**config.mk**
```make
export PLATFORM = sky130hd
export DESIGN_NAME = hex_text_ranging_frame_parser
export DESIGN_NICKNAME = d
export VERILOG_FILES = /design/src/hdl/hrfp_pkg.sv /design/src/hdl/hrfp_front.sv /design/src/hdl/hrfp_queue.sv /design/src/hdl/hrfp_back.sv /design/src/hdl/hex_text_ranging_frame_parser.sv
export SDC_FILE = /design/constraint.sdc
export NUM_CORES = 1
export LEC_CHECK = 0
export BUFFER_PORTS_ARGS = -buffer_cell sky130_fd_sc_hd__buf_4
export CORE_ASPECT_RATIO = 0.75
export CORE_MARGIN = 1
export CORE_UTILIZATION = 60
export CTS_CLUSTER_DIAMETER = 50
export DETAILED_ROUTE_END_ITERATION = 8
export PLACE_DENSITY = 0.76
export SETUP_SLACK_MARGIN = 0.4
export SYNTH_ARGS = -nofsm -noshare
export SYNTH_HDL_FRONTEND = slang
export SYNTH_SLANG_ARGS = --single-unit
```
**constraint.sdc**
```tcl
create_clock -name aclk -period 14.8 [get_ports aclk]
set_input_delay 0.74 -clock aclk [delete_from_list [all_inputs] [get_ports aclk]]
set_output_delay 0.74 -clock aclk [all_outputs]
set_load 0.02 [all_outputs]
```
**src/hdl/hrfp_pkg.sv**
```systemverilog
// Shared types, constants and helpers for the hex text ranging frame parser.
package hrfp_pkg;

    localparam int FRAME_LEN_DEF = 64;
    localparam int Q_DEPTH       = 2;
    localparam int POS_W         = 7;
    localparam int NFIELDS       = 8;
    localparam int NSPACES       = 9;

    localparam logic [7:0] HDR_M    = 8'h6D;
    localparam logic [7:0] HDR_C    = 8'h63;
    localparam logic [7:0] CH_SPACE = 8'h20;
    localparam logic [7:0] CH_COLON = 8'h3A;

    localparam logic [POS_W-1:0] COLON_POS = 7'd61;
    localparam logic [POS_W-1:0] HDR_C_POS = 7'd1;

    localparam logic [7:0] MASK_THREE = 8'h07;
    localparam logic [7:0] MASK_FOUR  = 8'h0F;

    localparam logic [POS_W-1:0] FLD_START [NFIELDS] =
        '{7'd3, 7'd6, 7'd15, 7'd24, 7'd33, 7'd42, 7'd47, 7'd50};
    localparam logic [POS_W-1:0] FLD_END [NFIELDS] =
        '{7'd5, 7'd14, 7'd23, 7'd32, 7'd41, 7'd46, 7'd49, 7'd58};
    localparam logic [POS_W-1:0] SPACE_POS [NSPACES] =
        '{7'd2, 7'd5, 7'd14, 7'd23, 7'd32, 7'd41, 7'd46, 7'd49, 7'd58};

    // field indexes
    localparam int F_MASK  = 0;
    localparam int F_R0    = 1;
    localparam int F_R1    = 2;
    localparam int F_R2    = 3;
    localparam int F_R3    = 4;
    localparam int F_COUNT = 5;
    localparam int F_SEQ   = 6;
    localparam int F_DEBUG = 7;

    typedef enum logic [1:0] {
        FS_EMPTY   = 2'd0,
        FS_DIGITS  = 2'd1,
        FS_CLOSED  = 2'd2,
        FS_NODIGIT = 2'd3
    } field_st_t;

    // one queue entry: a frame opener or a frame byte
    typedef struct packed {
        logic             open;
        logic             last;
        logic [POS_W-1:0] pos;
        logic [7:0]       data;
    } item_t;

    typedef struct packed {
        logic       ok;
        logic [3:0] val;
    } hex_t;

    function automatic hex_t hex_decode(input logic [7:0] c);
        hex_t r;
        r.ok  = 1'b0;
        r.val = c[3:0];
        if (c >= 8'h30 && c <= 8'h39) begin
            r.ok = 1'b1;
        end else if ((c >= 8'h41 && c <= 8'h46) || (c >= 8'h61 && c <= 8'h66)) begin
            r.ok  = 1'b1;
            r.val = c[3:0] + 4'd9;
        end
        return r;
    endfunction

    function automatic logic is_space_pos(input logic [POS_W-1:0] p);
        logic hit;
        hit = 1'b0;
        for (int k = 0; k < NSPACES; k++) begin
            if (p == SPACE_POS[k]) hit = 1'b1;
        end
        return hit;
    endfunction

endpackage

```
**src/hdl/hrfp_front.sv**
```systemverilog
// Front end: header hunt, frame position count and classification of each byte.
module hrfp_front #(
    parameter int FRAME_LEN = hrfp_pkg::FRAME_LEN_DEF
) (
    input  logic                aclk,
    input  logic                aresetn,
    input  logic                s_valid,
    output logic                s_ready,
    input  logic [7:0]          s_rx_byte,
    output logic                push,
    output hrfp_pkg::item_t     push_item,
    input  logic                q_full
);

    localparam logic [hrfp_pkg::POS_W-1:0] LAST_POS = hrfp_pkg::POS_W'(FRAME_LEN - 1);

    logic                        hunting_reg, hunting_next;
    logic [7:0]                  prev_reg, prev_next;
    logic [hrfp_pkg::POS_W-1:0]  pos_reg, pos_next;
    logic                        take;

    assign s_ready = !q_full;
    assign take    = s_valid && s_ready;

    always_comb begin
        hunting_next   = hunting_reg;
        prev_next      = prev_reg;
        pos_next       = pos_reg;
        push           = 1'b0;
        push_item.open = 1'b0;
        push_item.last = 1'b0;
        push_item.pos  = pos_reg;
        push_item.data = s_rx_byte;
        if (take) begin
            if (hunting_reg) begin
                prev_next = s_rx_byte;
                if (prev_reg == hrfp_pkg::HDR_M && s_rx_byte == hrfp_pkg::HDR_C) begin
                    push           = 1'b1;
                    push_item.open = 1'b1;
                    push_item.pos  = hrfp_pkg::HDR_C_POS;
                    hunting_next   = 1'b0;
                    pos_next       = hrfp_pkg::HDR_C_POS + 1'b1;
                end
            end else begin
                push = 1'b1;
                pos_next = pos_reg + 1'b1;
                if (pos_reg == LAST_POS) begin
                    push_item.last = 1'b1;
                    hunting_next   = 1'b1;
                    prev_next      = '0;
                end
            end
        end
    end

    always_ff @(posedge aclk) begin
        if (!aresetn) begin
            hunting_reg <= 1'b1;
            prev_reg    <= '0;
            pos_reg     <= '0;
        end else begin
            hunting_reg <= hunting_next;
            prev_reg    <= prev_next;
            pos_reg     <= pos_next;
        end
    end

endmodule

```
**src/hdl/hrfp_queue.sv**
```systemverilog
// Short register queue between the front end and the field engine.
module hrfp_queue #(
    parameter int DEPTH = hrfp_pkg::Q_DEPTH
) (
    input  logic             aclk,
    input  logic             aresetn,
    input  logic             push,
    input  hrfp_pkg::item_t  push_item,
    output logic             full,
    input  logic             pop,
    output logic             empty,
    output hrfp_pkg::item_t  head
);

    localparam int AW = (DEPTH > 1) ? $clog2(DEPTH) : 1;
    localparam int CW = $clog2(DEPTH + 1);
    localparam logic [AW-1:0] LAST_IDX = AW'(DEPTH - 1);

    hrfp_pkg::item_t  mem_reg [DEPTH];
    logic [AW-1:0]    wr_reg, rd_reg;
    logic [CW-1:0]    cnt_reg;

    assign full  = (cnt_reg == CW'(DEPTH));
    assign empty = (cnt_reg == '0);
    assign head  = mem_reg[rd_reg];

    always_ff @(posedge aclk) begin
        if (push) mem_reg[wr_reg] <= push_item;
    end

    always_ff @(posedge aclk) begin
        if (!aresetn) begin
            wr_reg  <= '0;
            rd_reg  <= '0;
            cnt_reg <= '0;
        end else begin
            if (push) wr_reg <= (wr_reg == LAST_IDX) ? '0 : wr_reg + 1'b1;
            if (pop)  rd_reg <= (rd_reg == LAST_IDX) ? '0 : rd_reg + 1'b1;
            unique case ({push, pop})
                2'b10:   cnt_reg <= cnt_reg + 1'b1;
                2'b01:   cnt_reg <= cnt_reg - 1'b1;
                default: cnt_reg <= cnt_reg;
            endcase
        end
    end

endmodule

```
**src/hdl/hrfp_back.sv**
```systemverilog
// Field engine: delimiter check, hex field accumulation, held values and result register.
module hrfp_back (
    input  logic             aclk,
    input  logic             aresetn,
    input  logic             q_empty,
    input  hrfp_pkg::item_t  q_head,
    output logic             pop,
    output logic             m_valid,
    input  logic             m_ready,
    output logic             m_frame_valid,
    output logic [7:0]       m_anchor_mask,
    output logic [31:0]      m_range_a0,
    output logic [31:0]      m_range_a1,
    output logic [31:0]      m_range_a2,
    output logic [31:0]      m_range_a3,
    output logic [15:0]      m_range_count,
    output logic [7:0]       m_sequence_no,
    output logic [31:0]      m_debug_word,
    output logic [3:0]       m_anchors_seen,
    output logic             m_fix_usable
);

    localparam int NF = hrfp_pkg::NFIELDS;

    logic [31:0]          accum_reg [NF];
    logic [31:0]          accum_next [NF];
    hrfp_pkg::field_st_t  st_reg [NF];
    hrfp_pkg::field_st_t  st_next [NF];
    logic [31:0]          held_reg [NF];
    logic [31:0]          held_next [NF];
    logic                 ok_reg, ok_next;
    logic                 mvalid_reg;
    hrfp_pkg::hex_t       hx;
    logic                 emit;
    logic [3:0]           pop_cnt;

    assign m_valid = mvalid_reg;
    assign pop     = !q_empty && (!q_head.last || !mvalid_reg || m_ready);
    assign emit    = pop && q_head.last;

    always_comb begin
        hx      = hrfp_pkg::hex_decode(q_head.data);
        ok_next = ok_reg;
        for (int f = 0; f < NF; f++) begin
            accum_next[f] = accum_reg[f];
            st_next[f]    = st_reg[f];
            held_next[f]  = held_reg[f];
        end
        if (q_head.open) begin
            ok_next = 1'b1;
            for (int f = 0; f < NF; f++) begin
                accum_next[f] = '0;
                st_next[f]    = hrfp_pkg::FS_EMPTY;
            end
        end else begin
            if (hrfp_pkg::is_space_pos(q_head.pos) && q_head.data != hrfp_pkg::CH_SPACE)
                ok_next = 1'b0;
            if (q_head.pos == hrfp_pkg::COLON_POS && q_head.data != hrfp_pkg::CH_COLON)
                ok_next = 1'b0;
            for (int f = 0; f < NF; f++) begin
                if (q_head.pos >= hrfp_pkg::FLD_START[f] && q_head.pos < hrfp_pkg::FLD_END[f]
                    && (st_reg[f] == hrfp_pkg::FS_EMPTY || st_reg[f] == hrfp_pkg::FS_DIGITS))
                begin
                    if (hx.ok) begin
                        accum_next[f] = {accum_reg[f][27:0], hx.val};
                        st_next[f]    = hrfp_pkg::FS_DIGITS;
                    end else begin
                        st_next[f] = (st_reg[f] == hrfp_pkg::FS_DIGITS) ?
                                     hrfp_pkg::FS_CLOSED : hrfp_pkg::FS_NODIGIT;
                    end
                end
            end
            // a good frame takes every field that saw at least one digit
            if (q_head.last && ok_next) begin
                for (int f = 0; f < NF; f++) begin
                    if (st_next[f] == hrfp_pkg::FS_DIGITS || st_next[f] == hrfp_pkg::FS_CLOSED)
                        held_next[f] = accum_next[f];
                end
            end
        end
        pop_cnt = '0;
        for (int b = 0; b < 8; b++) pop_cnt = pop_cnt + {3'b000, held_next[hrfp_pkg::F_MASK][b]};
    end

    always_ff @(posedge aclk) begin
        if (!aresetn) begin
            ok_reg     <= 1'b1;
            mvalid_reg <= 1'b0;
            for (int f = 0; f < NF; f++) begin
                accum_reg[f] <= '0;
                st_reg[f]    <= hrfp_pkg::FS_EMPTY;
                held_reg[f]  <= '0;
            end
        end else begin
            if (pop) begin
                ok_reg <= ok_next;
                for (int f = 0; f < NF; f++) begin
                    accum_reg[f] <= accum_next[f];
                    st_reg[f]    <= st_next[f];
                    held_reg[f]  <= held_next[f];
                end
            end
            if (emit)         mvalid_reg <= 1'b1;
            else if (m_ready) mvalid_reg <= 1'b0;
        end
    end

    always_ff @(posedge aclk) begin
        if (emit) begin
            m_frame_valid  <= ok_next;
            m_anchor_mask  <= held_next[hrfp_pkg::F_MASK][7:0];
            m_range_a0     <= held_next[hrfp_pkg::F_R0];
            m_range_a1     <= held_next[hrfp_pkg::F_R1];
            m_range_a2     <= held_next[hrfp_pkg::F_R2];
            m_range_a3     <= held_next[hrfp_pkg::F_R3];
            m_range_count  <= held_next[hrfp_pkg::F_COUNT][15:0];
            m_sequence_no  <= held_next[hrfp_pkg::F_SEQ][7:0];
            m_debug_word   <= held_next[hrfp_pkg::F_DEBUG];
            m_anchors_seen <= pop_cnt;
            m_fix_usable   <= (held_next[hrfp_pkg::F_MASK][7:0] == hrfp_pkg::MASK_THREE) ||
                              (held_next[hrfp_pkg::F_MASK][7:0] == hrfp_pkg::MASK_FOUR);
        end
    end

endmodule

```
**src/hdl/hex_text_ranging_frame_parser.sv**
```systemverilog
// Top level of the hex text ranging frame parser.
//
// Input channel (s_valid/s_ready, s_rx_byte): one received ASCII byte per
// transfer. The front end hunts for the two-byte header "mc"; it opens a frame
// of FRAME_LEN bytes counted from the 'm'. Outside a frame, bytes are consumed
// and dropped.
// Result channel (m_valid/m_ready): one transfer per completed frame carrying
// frame_valid (all delimiters matched), the held hex fields, the anchor count
// and the usable flag. Fields with no leading hex digit keep their old value.
// Throughput: one byte per cycle while the queue is not full. The front end
// classifies a byte straight into the queue register; the field engine takes it
// from the queue head, and m_valid rises in the cycle after it pops the last byte.
// Stalls: a result waits in the output register while the next frame's bytes
// keep flowing through the QUEUE_DEPTH entry queue; s_ready drops only when the
// last byte of a further frame reaches the engine with the previous result
// still untaken.
// Reset (aresetn, synchronous, active low): hunting, header window cleared,
// held fields zero, queue and output register empty.
module hex_text_ranging_frame_parser #(
    parameter int FRAME_LEN   = hrfp_pkg::FRAME_LEN_DEF,
    parameter int QUEUE_DEPTH = hrfp_pkg::Q_DEPTH
) (
    input  logic        aclk,
    input  logic        aresetn,
    input  logic        s_valid,
    output logic        s_ready,
    input  logic [7:0]  s_rx_byte,
    output logic        m_valid,
    input  logic        m_ready,
    output logic        m_frame_valid,
    output logic [7:0]  m_anchor_mask,
    output logic [31:0] m_range_a0,
    output logic [31:0] m_range_a1,
    output logic [31:0] m_range_a2,
    output logic [31:0] m_range_a3,
    output logic [15:0] m_range_count,
    output logic [7:0]  m_sequence_no,
    output logic [31:0] m_debug_word,
    output logic [3:0]  m_anchors_seen,
    output logic        m_fix_usable
);

    logic             push, q_full, q_empty, pop;
    hrfp_pkg::item_t  push_item, q_head;

    hrfp_front #(
        .FRAME_LEN (FRAME_LEN)
    ) u_front (
        .aclk      (aclk),
        .aresetn   (aresetn),
        .s_valid   (s_valid),
        .s_ready   (s_ready),
        .s_rx_byte (s_rx_byte),
        .push      (push),
        .push_item (push_item),
        .q_full    (q_full)
    );

    hrfp_queue #(
        .DEPTH (QUEUE_DEPTH)
    ) u_queue (
        .aclk      (aclk),
        .aresetn   (aresetn),
        .push      (push),
        .push_item (push_item),
        .full      (q_full),
        .pop       (pop),
        .empty     (q_empty),
        .head      (q_head)
    );

    hrfp_back u_back (
        .aclk           (aclk),
        .aresetn        (aresetn),
        .q_empty        (q_empty),
        .q_head         (q_head),
        .pop            (pop),
        .m_valid        (m_valid),
        .m_ready        (m_ready),
        .m_frame_valid  (m_frame_valid),
        .m_anchor_mask  (m_anchor_mask),
        .m_range_a0     (m_range_a0),
        .m_range_a1     (m_range_a1),
        .m_range_a2     (m_range_a2),
        .m_range_a3     (m_range_a3),
        .m_range_count  (m_range_count),
        .m_sequence_no  (m_sequence_no),
        .m_debug_word   (m_debug_word),
        .m_anchors_seen (m_anchors_seen),
        .m_fix_usable   (m_fix_usable)
    );

endmodule
```
==> key figures <==
Timing
  • Slew at the pin closest to its max-slew limit: 1250 ps
  • Final hold viol count: 0
  • RSZ-0062 raised after global routing: no
  • Final setup fails: 0
  • Tcrit/Tclk final: 40.7%
  • Final worst-path setup slack: 8780 ps
  • Relative slew slack: 16.5%
  • Total negative setup slack: 0 ps
  • Min Tclk post-route: ~6000 ps
  • Max Clk Rate: 166 MHz
  • Pins over their slew limit: 0
  • Clock Skew: ~19 ps

Synth
  • Post-Synth Simple-Gate Area: 11.4%
  • Most instantiated library cell after synthesis: edfxtp_1
  • Net Count, Synth: 2146
  • Largest family of logic cells by synthesized area: simple AND/OR/NAND/NOR gates
  • Number of synthesized flops with an enable pin: 632
  • Most frequent cells after synthesis: edfxtp_1, nor2_1, a21oi_1, mux2i_1, a211oi_1
  • Ys flop type: edfxtp_1
  • Compound-Gate Fraction of Synth Area: 9.88%
  • Mux cell area share after synthesis: 8.01%
  • Asr flop ratio synth: 0%
  • Mapped Avg Cell Area: 13.7 um2
  • Synth top area cells: edfxtp_1, mux2i_1, a211oi_1
  • Number of synthesized register bits: 655
  • Synth top area share: 65.4%
  • Post-Synth XOR/XNOR Area: 0.453%
  • Cells after Synth: 2121
  • Warnings from Yosys: 0
  • Cell type with the largest total area after synthesis: edfxtp_1
  • Mapped Area: 29000 um2
  • Adder-cell share of the synthesized area: 0.664%
  • Sequential area share after synthesis: 67.0%
  • Unique cell type count in the Yosys netlist: 85

Routing
  • Vias per cell: 5.99
  • DR vias: 17900
  • Overall routed net length: between 60 and 70 mm
  • Drc violations: 0
  • Antenna-violating nets left: 0
  • Drt pass-1 iters: 5
  • DR iter-0 viols: 1578
  • Average routed wire per standard cell: about 21 um

Die
  • Rows: around 70
  • Die Wd: about 260 um
  • Core area: 47600 um2
  • I/O pin count: 212
  • Die area: 49200 um2
  • Die Y: 192 um
  • Starting density of the core: 61.0%

Global routing
  • First-pass GRT wire length: 97.7 mm
  • Number of global-route vias before repair: between 15000 and 20000
  • All-Layer GR Usage: between 20% and 30%
  • Initial antenna violation count: 0
  • Total global routing overflow: 0
  • Largest net degree at the start of global routing: approximately 190

Power and ir drop
  • Seq pwr share: 48.4%
  • Pint: between 3 and 4 mW
  • Pwr per Cell Area: ~160 nW/um2
  • Leakage: 11.5 nW
  • Power Total: around 5.3 mW
  • Switch share: 30.6%
  • Max VDD drop: roughly 0.00012 V
  • Sw Pwr: around 1.6 mW
  • Logic pwr share: 22.5%
  • Clock network power share: 29.1%

CTS
  • CTS Root Buffer Type: clkbuf_16
  • Post_cts resized: 0
  • Htree depth: 2
  • Sink Count: 655
  • CTS hold repair buffers: 0
  • CTS tree: done
  • Worst-path clk slew: 60 ps
  • # Post-CTS Setup Buffers: 0
  • Clk Latency, worst-skew pair: 630 ps
  • Clk buf depth: 3
  • Num CTS Buffers: 61

Setup path
  • FF-to-FF setup slack: 8780 ps
  • Worst path cell trace: buf_4 -> nor4b_1 -> o221ai_1 -> nor4_1 -> o211ai_1 -> and3b_1 -> mux2_2 -> ha_1 -> inv_1 -> fa_1 -> fa_1 -> fa_1 -> inv_1 -> fa_1
  • Startpoint types: flip-flop
  • Max FO, Critical Path: 50
  • Worst endpoint data arrival time: 6390 ps
  • Slowest cell on the critical path: nor4_1
  • Crit Path Category: reg -> reg
  • CP dominant cell by count: fa_1
  • Worst path required time: between 15000 and 20000 ps
  • Crit path buf inv count: 3
  • CP Capture Type: flip-flop
  • Worst path top cell family by delay: adder cells
  • CP max stage delay: 740 ps
  • Reg2Reg Depth: 14
  • R2r endpoint: u_back.m_anchors_seen[1]

Placed design
  • Dpl hpwl: 37.3 mm
  • Post-place setup slack: 8800 ps
  • PortBufs: 211
  • Routability congestion estimate: 0.901

Layout
  • Multi-input gate area: about 8900 um2
  • Register area: 19400 um2
  • Diodes inserted: 0
  • Final Net Count: roughly 2300
  • Filler cell count: 3287
  • Synthesis-to-finish area growth: 13.8%
  • Layout cells sized above 1: 19.4%

Min path
  • Hold path start: s_rx_byte[7]
  • Hold Path Depth: 1
  • Hold worst-path end: u_queue.mem_reg[1][7]
  • Min-delay worst type: in -> reg

Outcome
  • Status: finished, final reports clean

Job
  • MaxCap Viol Count: 0
-- worst max path at each step --
stage / to / slack, ps / depth (start not counted)
2_1_floorplan: u_back.accum_reg[0][0] / 4110 / 7
3_3_place_gp: u_back.m_anchors_seen[1] / 8880 / 14
3_5_place_dp: u_back.m_anchors_seen[1] / 8800 / 14
4_1_cts: u_back.m_anchors_seen[1] / 8750 / 14
5_1_grt: u_back.m_anchors_seen[1] / 8430 / 14
6_report: u_back.m_anchors_seen[1] / 8780 / 14
-- per-stage QoR --
step / area (um2) / hold WS (ps) / utilization [%] / std cells
after global placement: 31000 / 453 / 65.2 / 2866
after CTS: 33000 / 311 / 69.3 / 2979
final: 33000 / 351 / 69.3 / 2979
after global routing: 33000 / 313 / 69.3 / 2979
after floorplan: 29000 / 443 / - / 2121
after detailed placement: 31000 / 460 / 65.2 / 2866
-- layout by cell type (no fill, tap or decap), types with 5 or more instances in the layout --
cell type	Yosys	final
clkbuf_1	81	9
mux2i_1	166	166
nand4_1	5	5
o22ai_1	6	6
or2_2	6	6
edfxtp_1	632	632
nand3_1	18	17
dfxtp_1	23	23
ha_1	9	9
xnor2_1	8	7
clkbuf_16	0	63
inv_1	21	20
a211oi_1	161	161
nor3_2	17	17
clkinv_1	2	14
nand2_1	45	43
nor3_1	20	20
nand2b_1	7	7
xor2_1	7	7
o211ai_1	6	6
nor4_1	5	5
or3_1	6	6
clkinv_2	0	15
nor3b_1	8	8
mux2_2	48	48
a21oi_2	22	23
nor2_1	267	264
mux2_1	7	7
and2_1	47	47
a21oi_1	172	171
nor2b_1	141	141
o21ai_0	11	11
and3b_1	6	6
buf_4	2	236
-- power by group through the flow --
stage               registers [mW]  logic, mW  clock network (mW)
floorplan                     2.74      0.845                   0
global placement              2.61       1.16                   0
detailed placement            2.62       1.19                   0
CTS                           2.58       1.20                1.58
global route                  2.61       1.32                1.65
finish                        2.58       1.20                1.55
-- worst reg2reg max path, cell delays in order (launching register included) --
cell      delay, ps
dfxtp_1         480
buf_4           480
nor4b_1         390
o221ai_1        240
nor4_1          740
o211ai_1        200
and3b_1         600
mux2_2          440
ha_1            300
inv_1            50
fa_1            520
fa_1            440
fa_1            390
inv_1            90
fa_1            400
-- layout make-up --
type	count	share of cell area (%)
timing repair buffer	237	5.43
tap	639	2.42
sequential	655	58.9
inverter	23	0.284
clock inverter	37	0.922
multi-input combinational	1312	27.0
clock buffer	76	5.05
-- logic make-up after synthesis --
logic type	after synthesis
buf+inv	154
mux	224
fa+ha+maj	13
flops	655
compound gates	427
simple gates	633
xor+xnor	15
-- per-layer routing --
metal  GRT usage (%)  part of all wire, %
met5               0                    0
met4            6.15                  1.6
met1            37.2                   46
met3            4.15                  5.9
met2            39.0                   47
Power figures use the tool's default switching activity.
